File: src/sv/sha_pkg.sv
// Package with SHA-256 constants, types and round functions.
`default_nettype none
package sha_pkg;

	localparam int NumWords = 8;
	localparam int BlockLen = 64;

	typedef enum logic [2:0] {
		ST_IDLE,
		ST_LOAD,
		ST_ROUND,
		ST_ADD,
		ST_EMIT
	} state_t;

	typedef struct packed {
		logic start;
		logic busy;
		logic done;
	} comp_ctl_t;

	localparam logic [7:0] PadByte = 8'h80;
	localparam logic FuncAbsorb = 1'b0;
	localparam logic FuncFinish = 1'b1;

	function automatic logic [31:0] init_hash(input logic [2:0] idx);
		logic [31:0] r;
		begin
			case (idx)
				3'd0: r = 32'h6a09e667;
				3'd1: r = 32'hbb67ae85;
				3'd2: r = 32'h3c6ef372;
				3'd3: r = 32'ha54ff53a;
				3'd4: r = 32'h510e527f;
				3'd5: r = 32'h9b05688c;
				3'd6: r = 32'h1f83d9ab;
				default: r = 32'h5be0cd19;
			endcase
			return r;
		end
	endfunction

	function automatic logic [31:0] round_k(input logic [5:0] t);
		logic [31:0] k [64];
		begin
			k = '{
				32'h428a2f98, 32'h71374491, 32'hb5c0fbcf, 32'he9b5dba5,
				32'h3956c25b, 32'h59f111f1, 32'h923f82a4, 32'hab1c5ed5,
				32'hd807aa98, 32'h12835b01, 32'h243185be, 32'h550c7dc3,
				32'h72be5d74, 32'h80deb1fe, 32'h9bdc06a7, 32'hc19bf174,
				32'he49b69c1, 32'hefbe4786, 32'h0fc19dc6, 32'h240ca1cc,
				32'h2de92c6f, 32'h4a7484aa, 32'h5cb0a9dc, 32'h76f988da,
				32'h983e5152, 32'ha831c66d, 32'hb00327c8, 32'hbf597fc7,
				32'hc6e00bf3, 32'hd5a79147, 32'h06ca6351, 32'h14292967,
				32'h27b70a85, 32'h2e1b2138, 32'h4d2c6dfc, 32'h53380d13,
				32'h650a7354, 32'h766a0abb, 32'h81c2c92e, 32'h92722c85,
				32'ha2bfe8a1, 32'ha81a664b, 32'hc24b8b70, 32'hc76c51a3,
				32'hd192e819, 32'hd6990624, 32'hf40e3585, 32'h106aa070,
				32'h19a4c116, 32'h1e376c08, 32'h2748774c, 32'h34b0bcb5,
				32'h391c0cb3, 32'h4ed8aa4a, 32'h5b9cca4f, 32'h682e6ff3,
				32'h748f82ee, 32'h78a5636f, 32'h84c87814, 32'h8cc70208,
				32'h90befffa, 32'ha4506ceb, 32'hbef9a3f7, 32'hc67178f2
			};
			return k[t];
		end
	endfunction

	function automatic logic [31:0] rotr(input logic [31:0] x, input int n);
		return (x >> n) | (x << (32 - n));
	endfunction

endpackage
`default_nettype wire

File: src/sv/sha_block_buf.sv
// Block buffer memory: byte writes, word reads for the message schedule.
`default_nettype none
module sha_block_buf
	import sha_pkg::*;
(
	input  wire logic        clk,
	input  wire logic        wr_en,
	input  wire logic [5:0]  wr_addr,
	input  wire logic [7:0]  wr_data,
	input  wire logic [3:0]  rd_addr,
	output logic      [31:0] rd_word
);

	logic [31:0] mem_q [16];

	// Byte-lane write into the addressed word.
	always_ff @(posedge clk) begin
		if (wr_en) begin
			case (wr_addr[1:0])
				2'd0: mem_q[wr_addr[5:2]][31:24] <= wr_data;
				2'd1: mem_q[wr_addr[5:2]][23:16] <= wr_data;
				2'd2: mem_q[wr_addr[5:2]][15:8]  <= wr_data;
				default: mem_q[wr_addr[5:2]][7:0] <= wr_data;
			endcase
		end
	end

	// Registered word read.
	always_ff @(posedge clk) begin
		rd_word <= mem_q[rd_addr];
	end

endmodule
`default_nettype wire

File: config.mk
export PLATFORM = sky130hd
export DESIGN_NAME = sha_block_buf
export DESIGN_NICKNAME = d
export VERILOG_FILES = /design/src/sv/sha_pkg.sv /design/src/sv/sha_block_buf.sv
export SDC_FILE = /design/constraint.sdc
export NUM_CORES = 1
export LEC_CHECK = 0
export ABC_AREA = 1
export BUFFER_PORTS_ARGS = -buffer_cell sky130_fd_sc_hd__buf_2
export CELL_PAD_IN_SITES_DETAIL_PLACEMENT = 0
export CELL_PAD_IN_SITES_GLOBAL_PLACEMENT = 2
export CORE_MARGIN = 1
export CORE_UTILIZATION = 43
export CTS_BUF_LIST = sky130_fd_sc_hd__clkbuf_8
export DETAILED_ROUTE_END_ITERATION = 6
export PLACE_DENSITY_LB_ADDON = 0.1
export SETUP_SLACK_MARGIN = 0.2
export SLEW_MARGIN = 30
export SYNTH_ARGS = -nofsm -noshare
export SYNTH_HDL_FRONTEND = slang
export SYNTH_SLANG_ARGS = --single-unit
File: constraint.sdc
create_clock -name clk -period 2 [get_ports clk]
set_input_delay 0.4 -clock clk [delete_from_list [all_inputs] [get_ports clk]]
set_output_delay 0.4 -clock clk [all_outputs]
set_load 0.02 [all_outputs]
### Yosys cells after proc, flatten, opt, wreduce, memory -nomap -nowiden

Memory sizes are Yosys's and may differ from the RTL's. A register that Yosys moved wholly into a read port is not among the register bits.
Index checks and enable logic that the tools add are counted.

* flip-flop bits (word level): 0
* RAM bits: 512
* bits of input ports: 20
* output and inout port bits: 32
* word-level logic and storage cells: 17
* memories kept: 1

Memory list
* mem_q: words 16, bits a word 32, rd ports 1, clocked after memory_dff 1, write ports 1, line sha_block_buf.sv:14 `logic [31:0] mem_q [16];`

* equal/unequal tests: 2
* mux-type cells: 12
* reductions and logical operators: 2

Operator list (number)
* $mux 1: 12
* $reduce_or 3->1: 1
* $eq 2x1->1 const B: 1
* $eq 2x2->1 const B: 1
* $logic_not 2->1: 1

### Depth between registers and ports, before layout

* depth after elaboration: 5
* mapped depth: 10
* mapped depth without buffers: 7

### Worst setup path before layout

Ideal clock, no wire load.

* kind: input-to-reg
* start: input port wr_addr[0]
* end: memory mem_q[10][24] (enable)
* setup time: 0.370 ns
* data arrival time: 1.254 ns
* data required time: 1.630 ns
* path slack: 0.375 ns
* stages on the path: 4
* path buffers: 1
* cell sequence: inv_1 -> nand3_1 -> clkbuf_1 -> nor2_1

* longest elaborated chain between the ends: 4

Ends and longest elaborated chain
* start: declaration: line sha_block_buf.sv:8 `input wire logic [5:0] wr_addr,`
* $logic_not 2->1: line sha_block_buf.sv:19 `case (wr_addr[1:0])`
* $mux 1: line sha_block_buf.sv:19
* $mux 1: line sha_block_buf.sv:18 `if (wr_en) begin`
* $mux 1 (not written as such): line sha_block_buf.sv:20 `2'd0: mem_q[wr_addr[5:2]][31:24] <= wr_data;`
* end: declaration: line sha_block_buf.sv:14

No other way between the ends.

### Worst setup path in the final report

* start: register rd_word[13], read port of mem_q
* end: output port rd_word[13]

RTL lines
* start: declaration: line sha_block_buf.sv:11 `output logic [31:0] rd_word`

No word-level cell between the ends.

==> results.toml <==
[yosys]
syn-num-nets = 2217
synth_edf_count = 512
async_flop_share_pct = 0
ys.flop_type = "edfxtp_1"
synthTopCellsByCount = "nand2_1, edfxtp_1, inv_1"
syn_inst = 2197
ys_ff_latch = 544
ys_warn_count = 0
ys_seq_area_share_pct = 69.4
synth_top_area_share_pct = 66.6
synth_cell_types = 14
yosys.area.top_type = "edfxtp_1"
netlist_area_mm2 = 0.0231
syn_avg_cell_area_um2 = 10.5
synth.area.top_cells = "edfxtp_1, nand2_1, nand3_1"
yosysMostFrequentCell = "nand2_1"

[power]
power.leakage_nw = 11.5
power_density_mw_per_mm2 = 890
irDropWorstVdd_mv = 0.521

[global_route]
grt_pass1_vias = 15100
grt_first_pass_wirelength_um = 94000
antenna_found_initial = 3
grt-ovfl-total = 0
grt.total_usage_pct = 23.7
grt_max_degree = 68

[final_layout]
areaGrowthSynthToFinish_pct = 14.1
drive_above_1_share_pct = 11.8
fillers = 4906
multi_input_area_mm2 = 0.00479
finalNonFillerCells = 3114
seqCellArea_mm2 = 0.0160
final_util_pct = 49.9
final_nets = 2373
fin_area_mm2 = 0.0263

[die]
initial_core_util_pct = 43.7
die_h_um = 234
core_mm2 = 0.0528
rows = 84
ios = 52
die_area_mm2 = 0.0546
die_x_um = 234

[placement]
hpwl_um = 36200
gp_congestion = 0.788
place_inst = 2949
postPlaceCellArea_mm2 = 0.0246
port_buffers = 51

[timing]
rsz0062_at_grt = "no"
whs_ns = 0.279
maxSlewViolCount = 0
fmax_mhz = 606
finalClockSkew_ns = 0.0282
maxSlewHeadroom_pct = 66.8
worstMarginPinSlew_ns = 0.497
fin_crit_sh_pct = 82.5
finalSetupViolations = 0
setup-tns-final_ns = 0
finalCriticalPeriod_ns = 1.65
hold_viol_final = 0

[routing]
via_per_inst = 4.87
wl_per_cell_um = 20.0
dr.pass1.iters = 7
postRouteAntennaNets = 0
drc = 10
routed_wl_um = 62200
vias = 15200
drt_iter0_drc = 1159

[outcome]
violations = "design-rule violations"
status = "finished with violations"

[worst_setup_path]
crit_path_end_kind = "primary output"
path_class = "reg2out"
crit_path_top_delay_cell = "dfxtp_1"
cp_top_family = "flip-flops"
cp_max_fo = 1
required_ns = 1.60
cp.buffers_inverters = 1
cp-start-kind = "register"
critPathMaxStageDelay_ns = 0.40
cp_cell_sequence = "buf_2"
arrival_ns = 1.25

[min_path]
min_path_type = "in2reg"

[cts]
htreeDepth = 3
max-clock-path-buffers = 3
cts_sinks = 544
cts_tree = "done"
path_clk_slew_ns = 0.06
clockRootBuffer = "clkbuf_8"
numCtsBuffers = 89
clock_latency_ns = 0.67

[flow_run]
drv_cap = 0
[cells by family after synthesis]
kind of cell | after synthesis | synth area share, %
and+or+nand+nor | 1148 | 20.8
DFF | 544 | 69.4
buffers and inverters | 505 | 9.84
[metal layers]
layer	wire length [µm]	track usage [%]	up-vias
met5	8	0	-
met4	1430	7.06	2
met3	3200	4.42	104
met2	28300	36.7	372
met1	29200	33.9	7293
li1	-	-	7393
[metrics by stage]
stage | power (mW) | worst slack [ns]
2_1_floorplan | 13.8 | 0.375
3_3_place_gp | 14.5 | 0.162
3_5_place_dp | 14.5 | 0.165
4_1_cts | 23.7 | 0.213
5_1_grt | 24.3 | 0.274
6_report | 23.4 | 0.349
[where the power goes]
| part | switching (mW) | internal [mW] |
|---|---|---|
| registers | 0.0537 | 12.6 |
| clock network | 4.33 | 4.81 |
| logic | 1.19 | 0.453 |
[layout by cell type (no fill, tap or decap)]
cell type,n
nand3_1,388
nand2_1,690
edfxtp_1,512
dlygate4sd3_1,1
buf_4,100
inv_4,1
bufinv_16,2
dfxtp_1,31
diode_2,1
dfxtp_2,1
clkinvlp_4,2
inv_1,428
buf_12,23
clkinv_2,6
inv_8,1
clkinv_1,18
nor2_1,70
inv_2,1
buf_2,49
clkbuf_8,101
[repair_timing]
| action | CTS | global route |
|---|---|---|
| gates resized for setup | 0 | 1 |
| hold buffers | 1 | 0 |
| hold endpoints to repair | 1 | 0 |
| buffers inserted | 0 | 0 |
| endpoints found under the setup margin | 0 | 1 |
[sequential cells by signal, summed over array words and instances (netlist names)]
name	cells
rd_word	32
mem_q	512
[final timing paths]
check                start             to  slack, ns  cells past startpoint
max            rd_word[13]    rd_word[13]       0.35                      1
min             wr_data[6]  mem_q[13][30]       0.28                      2
max reg2reg   mem_q[3][29]    rd_word[29]       0.89                      6
min reg2reg  mem_q[13][24]    rd_word[24]       0.68                      6
[area by class of cell]
cell class	instances	area share (%)
antenna	1	0.00950
clock buffer	100	5.23
clock inverter	63	1.15
inverter	396	5.68
multi-input combinational	1148	18.2
sequential	544	60.8
tap	688	3.27
timing repair buffer	174	5.62
No activity file was read; power rests on OpenSTA's default activity.
