**src/sv/sha_pkg.sv**
```systemverilog
// Package with SHA-256 constants, types and round functions.
`default_nettype none
package sha_pkg;

	localparam int NumWords = 8;
	localparam int BlockLen = 64;

	typedef enum logic [2:0] {
		ST_IDLE,
		ST_LOAD,
		ST_ROUND,
		ST_ADD,
		ST_EMIT
	} state_t;

	typedef struct packed {
		logic start;
		logic busy;
		logic done;
	} comp_ctl_t;

	localparam logic [7:0] PadByte = 8'h80;
	localparam logic FuncAbsorb = 1'b0;
	localparam logic FuncFinish = 1'b1;

	function automatic logic [31:0] init_hash(input logic [2:0] idx);
		logic [31:0] r;
		begin
			case (idx)
				3'd0: r = 32'h6a09e667;
				3'd1: r = 32'hbb67ae85;
				3'd2: r = 32'h3c6ef372;
				3'd3: r = 32'ha54ff53a;
				3'd4: r = 32'h510e527f;
				3'd5: r = 32'h9b05688c;
				3'd6: r = 32'h1f83d9ab;
				default: r = 32'h5be0cd19;
			endcase
			return r;
		end
	endfunction

	function automatic logic [31:0] round_k(input logic [5:0] t);
		logic [31:0] k [64];
		begin
			k = '{
				32'h428a2f98, 32'h71374491, 32'hb5c0fbcf, 32'he9b5dba5,
				32'h3956c25b, 32'h59f111f1, 32'h923f82a4, 32'hab1c5ed5,
				32'hd807aa98, 32'h12835b01, 32'h243185be, 32'h550c7dc3,
				32'h72be5d74, 32'h80deb1fe, 32'h9bdc06a7, 32'hc19bf174,
				32'he49b69c1, 32'hefbe4786, 32'h0fc19dc6, 32'h240ca1cc,
				32'h2de92c6f, 32'h4a7484aa, 32'h5cb0a9dc, 32'h76f988da,
				32'h983e5152, 32'ha831c66d, 32'hb00327c8, 32'hbf597fc7,
				32'hc6e00bf3, 32'hd5a79147, 32'h06ca6351, 32'h14292967,
				32'h27b70a85, 32'h2e1b2138, 32'h4d2c6dfc, 32'h53380d13,
				32'h650a7354, 32'h766a0abb, 32'h81c2c92e, 32'h92722c85,
				32'ha2bfe8a1, 32'ha81a664b, 32'hc24b8b70, 32'hc76c51a3,
				32'hd192e819, 32'hd6990624, 32'hf40e3585, 32'h106aa070,
				32'h19a4c116, 32'h1e376c08, 32'h2748774c, 32'h34b0bcb5,
				32'h391c0cb3, 32'h4ed8aa4a, 32'h5b9cca4f, 32'h682e6ff3,
				32'h748f82ee, 32'h78a5636f, 32'h84c87814, 32'h8cc70208,
				32'h90befffa, 32'ha4506ceb, 32'hbef9a3f7, 32'hc67178f2
			};
			return k[t];
		end
	endfunction

	function automatic logic [31:0] rotr(input logic [31:0] x, input int n);
		return (x >> n) | (x << (32 - n));
	endfunction

endpackage
`default_nettype wire

```
**src/sv/sha_round_core.sv**
```systemverilog
// SHA-256 compression: one round per cycle with a rolling 16-word schedule.
`default_nettype none
module sha_round_core
	import sha_pkg::*;
(
	input  wire logic        clk,
	input  wire logic        arst_n,
	input  wire comp_ctl_t   ctl,
	input  wire logic [5:0]  round,
	input  wire logic [31:0] msg_word,
	input  wire logic [2:0]  hash_idx,
	input  wire logic        hash_init,
	output logic      [31:0] hash_word
);

	logic [31:0] h_q [8];
	logic [31:0] v_q [8];
	logic [31:0] w_q [16];
	logic [31:0] w_new, w_cur, e, a, t1, t2, s0, s1;
	logic [31:0] v_n [8];
	logic [31:0] h_n [8];

	// Schedule expansion and one round of the working variables.
	always_comb begin
		s0 = rotr(w_q[1], 7) ^ rotr(w_q[1], 18) ^ (w_q[1] >> 3);
		s1 = rotr(w_q[14], 17) ^ rotr(w_q[14], 19) ^ (w_q[14] >> 10);
		w_new = w_q[0] + s0 + w_q[9] + s1;
		w_cur = (round < 6'd16) ? msg_word : w_new;
		e = v_q[4];
		a = v_q[0];
		t1 = v_q[7] + (rotr(e, 6) ^ rotr(e, 11) ^ rotr(e, 25))
			+ ((e & v_q[5]) ^ (~e & v_q[6])) + round_k(round) + w_cur;
		t2 = (rotr(a, 2) ^ rotr(a, 13) ^ rotr(a, 22))
			+ ((a & v_q[1]) ^ (a & v_q[2]) ^ (v_q[1] & v_q[2]));
		v_n[0] = t1 + t2;
		v_n[1] = a;
		v_n[2] = v_q[1];
		v_n[3] = v_q[2];
		v_n[4] = v_q[3] + t1;
		v_n[5] = e;
		v_n[6] = v_q[5];
		v_n[7] = v_q[6];
		for (int i = 0; i < NumWords; i++) begin
			h_n[i] = h_q[i] + v_q[i];
		end
	end

	// Working variables and schedule window.
	always_ff @(posedge clk) begin
		if (ctl.start) begin
			v_q <= h_q;
		end else if (ctl.busy) begin
			v_q <= v_n;
			for (int i = 0; i < 15; i++) begin
				w_q[i] <= w_q[i+1];
			end
			w_q[15] <= w_cur;
		end
	end

	// Hash state: reloaded after a digest, accumulated after each block.
	always_ff @(posedge clk or negedge arst_n) begin
		if (!arst_n) begin
			for (int i = 0; i < NumWords; i++) begin
				h_q[i] <= init_hash(3'(i));
			end
		end else if (hash_init) begin
			for (int i = 0; i < NumWords; i++) begin
				h_q[i] <= init_hash(3'(i));
			end
		end else if (ctl.done) begin
			h_q <= h_n;
		end
	end

	assign hash_word = h_q[hash_idx];

endmodule
`default_nettype wire

```
**config.mk**
```make
export PLATFORM = sky130hd
export DESIGN_NAME = sha_round_core
export DESIGN_NICKNAME = d
export VERILOG_FILES = /design/src/sv/sha_pkg.sv /design/src/sv/sha_round_core.sv
export SDC_FILE = /design/constraint.sdc
export NUM_CORES = 2
export LEC_CHECK = 0
export ABC_AREA = 1
export BUFFER_PORTS_ARGS = -buffer_cell sky130_fd_sc_hd__buf_4
export CAP_MARGIN = 40
export CORE_UTILIZATION = 58
export DETAILED_ROUTE_END_ITERATION = 6
export PLACE_DENSITY = 0.74
export SETUP_SLACK_MARGIN = 0.1
export SYNTH_ARGS = -nofsm -noshare
export SYNTH_HDL_FRONTEND = slang
export SYNTH_SLANG_ARGS = --single-unit
```
**constraint.sdc**
```tcl
create_clock -name clk -period 20.7 [get_ports clk]
set_input_delay 2.07 -clock clk [delete_from_list [all_inputs] [get_ports clk]]
set_output_delay 2.07 -clock clk [all_outputs]
set_load 0.1 [all_outputs]
```
Word-level counts from Yosys, hierarchy flattened
Memory sizes are Yosys's and may differ from the RTL's.
Index checks and enable logic that the tools add are counted.

word-level totals
  bits in registers = 512
  RAM bits = 512
  bits in read-only memories = 2048
  bits of input ports = 47
  output and inout port bits = 32
  word-level logic and storage cells = 83
  memories kept = 2

operators by class
  add/sub/neg operators = 18
  order comparisons = 3
  mux-type cells = 13
  bitwise operators = 29
  reductions and logical operators = 2

memories
  memory           words  bits a word  rd ports  clocked after Yosys merged registers in  wr ports  line                  source
  (no name shown)  64     32           1         0                                        0         sha_pkg.sv:64         return k[t];
  w_q              16     32           16        0                                        16        sha_round_core.sv:18  logic [31:0] w_q [16];

operators with widths
  operator              number
  $mux W256             4
  $add A32 B32 Y32      18
  $xor A32 B32 Y32      9
  $and A32 B32 Y32      5
  $mux W32              5
  $bmux W32 S3          1
  $not A32 Y32          1
  $or A10 B32 Y32       1
  $or A13 B32 Y32       1
  $or A14 B32 Y32       1
  $or A15 B32 Y32       1
  $or A19 B32 Y32       1
  $or A21 B32 Y32       1
  $or A25 B32 Y32       1
  $or A26 B32 Y32       1
  $or A30 B32 Y32       1
  $or A7 B32 Y32        1
  $xor A32 B22 Y32      1
  $xor A32 B29 Y32      1
  $ge A7 B7 Y1 const B  1
  $not A6 Y7            1
  $lt A6 B5 Y1 const B  1
  $ge A4 B4 Y1 const B  1
  $not A3 Y4            1
  2 further kinds       5

Logic depth before layout (Yosys ltp)
  depth in word-level cells = 11
  gate-level depth with buffers = 54
  gate-level depth less buffers = 54

Worst setup path after synthesis
OpenSTA, ideal clock, no wires.

  path kind = input-to-reg
  start = in ctl[2] in the netlist's numbering
  end = mem w_q[0][0] (enable)
  library setup time = 1417 ps
  data arrival time = 24040 ps
  data required time = 19283 ps
  slack = -4757 ps
  stages on the path = 5
  path buffers = 4
  path through = buf_2 -> clkbuf_1 -> clkbuf_1 -> clkbuf_1 -> nor2_1

RTL lines
  what             line                  source
  start, declared  sha_round_core.sv:8   input wire comp_ctl_t ctl,
  end, declared    sha_round_core.sv:18

==> qor.csv <==
stage,metric,value,unit
run_status,outcome,finished with violations,
run_status,failing checks,design-rule violations,
sta,fin crit period,10.37,ns
grt,vias in the first global route,58270,
cts,maximum root-to-sink buffer count,3,
critical_path,Worst Setup Start Kind,flip-flop,
cts,number of setup buffers added after CTS,0,
layout,Multi-input gate area,33630,um^2
sta,Fmax achieved,0.09643,GHz
die,IO Count,79,
synthesis,ys flop type,edfxtp_1,
synthesis,Post-synth ARST share,0.2500,
grt,Total GRT Usage,0.4452,
run,max_cap viols,0,
synthesis,yosys warns,0,
critical_path,Crit. End Element,flip-flop,
grt,Congestion Overflow GR,0,
synthesis,"Seq/Total Area, Yosys",0.4292,
die,die outline height,347.0,um
critical_path,Slowest cell on crit path,edfxtp_1,
placement,IO buf count,78,
grt,initial antenna violation count,16,
min_path,Hold Startpoint,w_q[2][59],
route,Vias per Instance,6.381,
critical_path,CP arrival,10.80,ns
cts,CTS buffer count,109,
critical_path,worst setup path class,flip-flop to flip-flop,
sta,Final Max Tran Viols,0,
route,Routed WL per cell,28.50,um
synthesis,Synthesized Nets,8476,
synthesis,Syn Area/Cell,8.804,um^2
sta,RSZ-0062 raised after global routing,no,
min_path,HP Class,flip-flop to flip-flop,
cts,CTS H-tree depth,3,
critical_path,reg2reg start,w_q[7][13],
sta,Setup Skew,0.1378,ns
cts,Num Clock Sinks,1024,
cts,clk slew on worst S/H paths,0.07,ns
layout,"non-filler cells, final",9535,
cts,CTS root buf,clkbuf_16,
sta,setup_tns,0,ns
route,Via Count,60850,
sta,worst-margin pin slew,1.055,ns
die,Site Rows,126,
placement,Post-DP Area,71530,um^2
layout,Fillers,9608,
layout,synth-to-layout area growth,9.115,%
placement,HPWL Detailed,208200,um
critical_path,FF-to-FF setup slack,10.33,ns
critical_path,slowest cell delay on critical path,0.58,ns
route,First-pass DRT Iterations,7,
critical_path,path depth of the worst reg2reg path,45,
sta,count of final setup violators,0,
synthesis,Cells after Synth,7843,
min_path,Min-Delay Endpoint,w_q[2][27],
route,post-route ant nets,0,
placement,placed insts,9316,
critical_path,FF-to-FF End,a[29],
layout,Final Cell Area,75340,um^2
cts,cts repair resizes,0,
critical_path,worst endpoint required time,21.13,ns
die,die width,347.0,um
route,final WL,271700,um
synthesis,"flops & latches, synth",1024,
cts,clock latency on the worst-skew pair,0.85,ns
route,Remaining DRCs,4,
layout,layout cells sized above 1,0.08311,
die,Initial Utilization,0.5847,
synthesis,Yosys cell types,82,
die,die area,120400,um^2
layout,Final nets,8527,
sta,Final Hold Fails,0,
cts,CTS Hold Bufs,0,
sta,Max-slew headroom,0.2964,
die,core area,118100,um^2
route,DRT iter0 DRCs,8540,
cts,CTS tree,built,
sta,Tcrit/Tclk final,0.5010,
placement,Routability Congestion,1.066,
grt,largest net degree at the start of global routing,207,
grt,first-pass GRT wire length,389000,um
layout,storage element area,29640,um^2
synthesis,number of synthesized flops with an enable pin,768,
min_path,Worst Hold Depth,0,
critical_path,Crit Path Max Fanout,5,
synthesis,Mapped Area,69050,um^2
[critical path: cells and delay by family (launching register included)]
family	cells	cell delay, ns
AND/OR/NAND/NOR	14	2.01
flip-flops	1	0.58
XOR/XNOR	4	1.02
buffers and inverters	10	0.74
adder cells (fa/ha/maj)	9	4.16
AO/OA/AOI/OAI	8	1.47
[flip-flops by register name (all words and copies together), names as in the netlist]
name / cells
e: 32
v_q: 64
w_q: 512
a: 32
v_n: 128
h_q: 256
[worst max-delay path by stage]
stage / cells after the start / slack (ns) / start / to
global placement: 43 / 10.58 / w_q[7][28] / a[29]
finish: 45 / 10.33 / w_q[7][13] / a[29]
floorplan: 5 / 4.01 / ctl[2] / w_q[0][0]
global route: 49 / 9.95 / w_q[7][18] / a[29]
detailed placement: 43 / 10.67 / w_q[7][28] / a[29]
CTS: 43 / 10.51 / w_q[7][28] / a[29]
[cells in the final DEF, fill, tap and decap left out, types with 15 or more instances in the layout]
| cell type | instances |
|---|---|
| a21oi_2 | 24 |
| xor2_1 | 226 |
| nor2_1 | 444 |
| o21a_1 | 30 |
| nand4_1 | 30 |
| o22ai_1 | 105 |
| a221oi_1 | 31 |
| nand3_1 | 228 |
| o21ai_1 | 66 |
| a21oi_1 | 649 |
| nand2_1 | 1230 |
| or2_2 | 28 |
| inv_2 | 24 |
| o221ai_1 | 20 |
| nand2_2 | 21 |
| fa_1 | 196 |
| o211ai_1 | 20 |
| xnor2_1 | 182 |
| clkinv_1 | 26 |
| a21o_1 | 60 |
| ha_1 | 390 |
| o21ai_2 | 23 |
| or2_1 | 15 |
| edfxtp_1 | 768 |
| dfstp_2 | 136 |
| inv_1 | 1267 |
| clkbuf_16 | 109 |
| o21bai_1 | 42 |
| a31oi_1 | 76 |
| buf_2 | 26 |
| clkbuf_1 | 20 |
| buf_4 | 136 |
| dfrtp_1 | 120 |
| o21ai_0 | 880 |
| nor3_1 | 75 |
| o31ai_1 | 18 |
[metrics by stage]
stage | setup WS, ns | utilization | hold slack, ns
after floorplan | 4.013 | - | 0.4003
after global placement | 10.58 | 0.6024 | 0.4004
after detailed placement | 10.67 | 0.6058 | 0.4045
after CTS | 10.51 | 0.6377 | 0.3443
after global routing | 9.954 | 0.6379 | 0.3451
final | 10.33 | 0.6380 | 0.3431
[routing by layer]
metal,routed length [um],global-route usage,share of wire
met1,99040,0.5570,0.36
met5,102,0,0.00038
met2,116400,0.6683,0.43
met4,25040,0.3347,0.092
met3,31110,0.1099,0.11
[final cells by class]
type | count | share of cell area
Sequential cell | 1024 | 0.3934
Multi-Input combinational cell | 5286 | 0.4464
Clock inverter | 70 | 0.01151
Timing Repair Buffer | 176 | 0.01950
Antenna cell | 10 | 0.0003321
Inverter | 1297 | 0.06485
Tap cell | 1536 | 0.02551
Clock buffer | 136 | 0.03848
[cells in the mapped netlist (all sizes together), types with 22 or more instances]
cell    number  area share
xnor2      183       0.023
fa         196       0.057
nand2     1253       0.069
nand4       30      0.0027
o21bai      49      0.0058
a31oi       78      0.0072
o21ai      969       0.071
ha         390       0.071
or2         48      0.0043
o211ai      22      0.0025
xor2       226       0.029
a21o        60      0.0065
o22ai      105      0.0095
dfstp      136       0.052
nor3        88      0.0073
a221oi      31      0.0039
nand3      236       0.018
o21a        30      0.0033
edfxtp     768        0.33
inv       1295       0.070
buf         49      0.0036
nor2       452       0.025
a21oi      675       0.051
dfrtp      120       0.043
clkbuf     187       0.010
[cells by family after synthesis]
kind of cell	after synthesis	synth area share
buffers and inverters	1533	0.08428
AND/OR/NAND/NOR	2151	0.1312
flip-flops	1024	0.4292
XOR/XNOR	409	0.05199
adder cells (fa/ha/maj)	588	0.1278
AO/OA/AOI/OAI	2138	0.1755
Power is left out: the tool's default activity adds up to more than one toggle a clock period on the data nets, which glitch-free logic cannot reach.
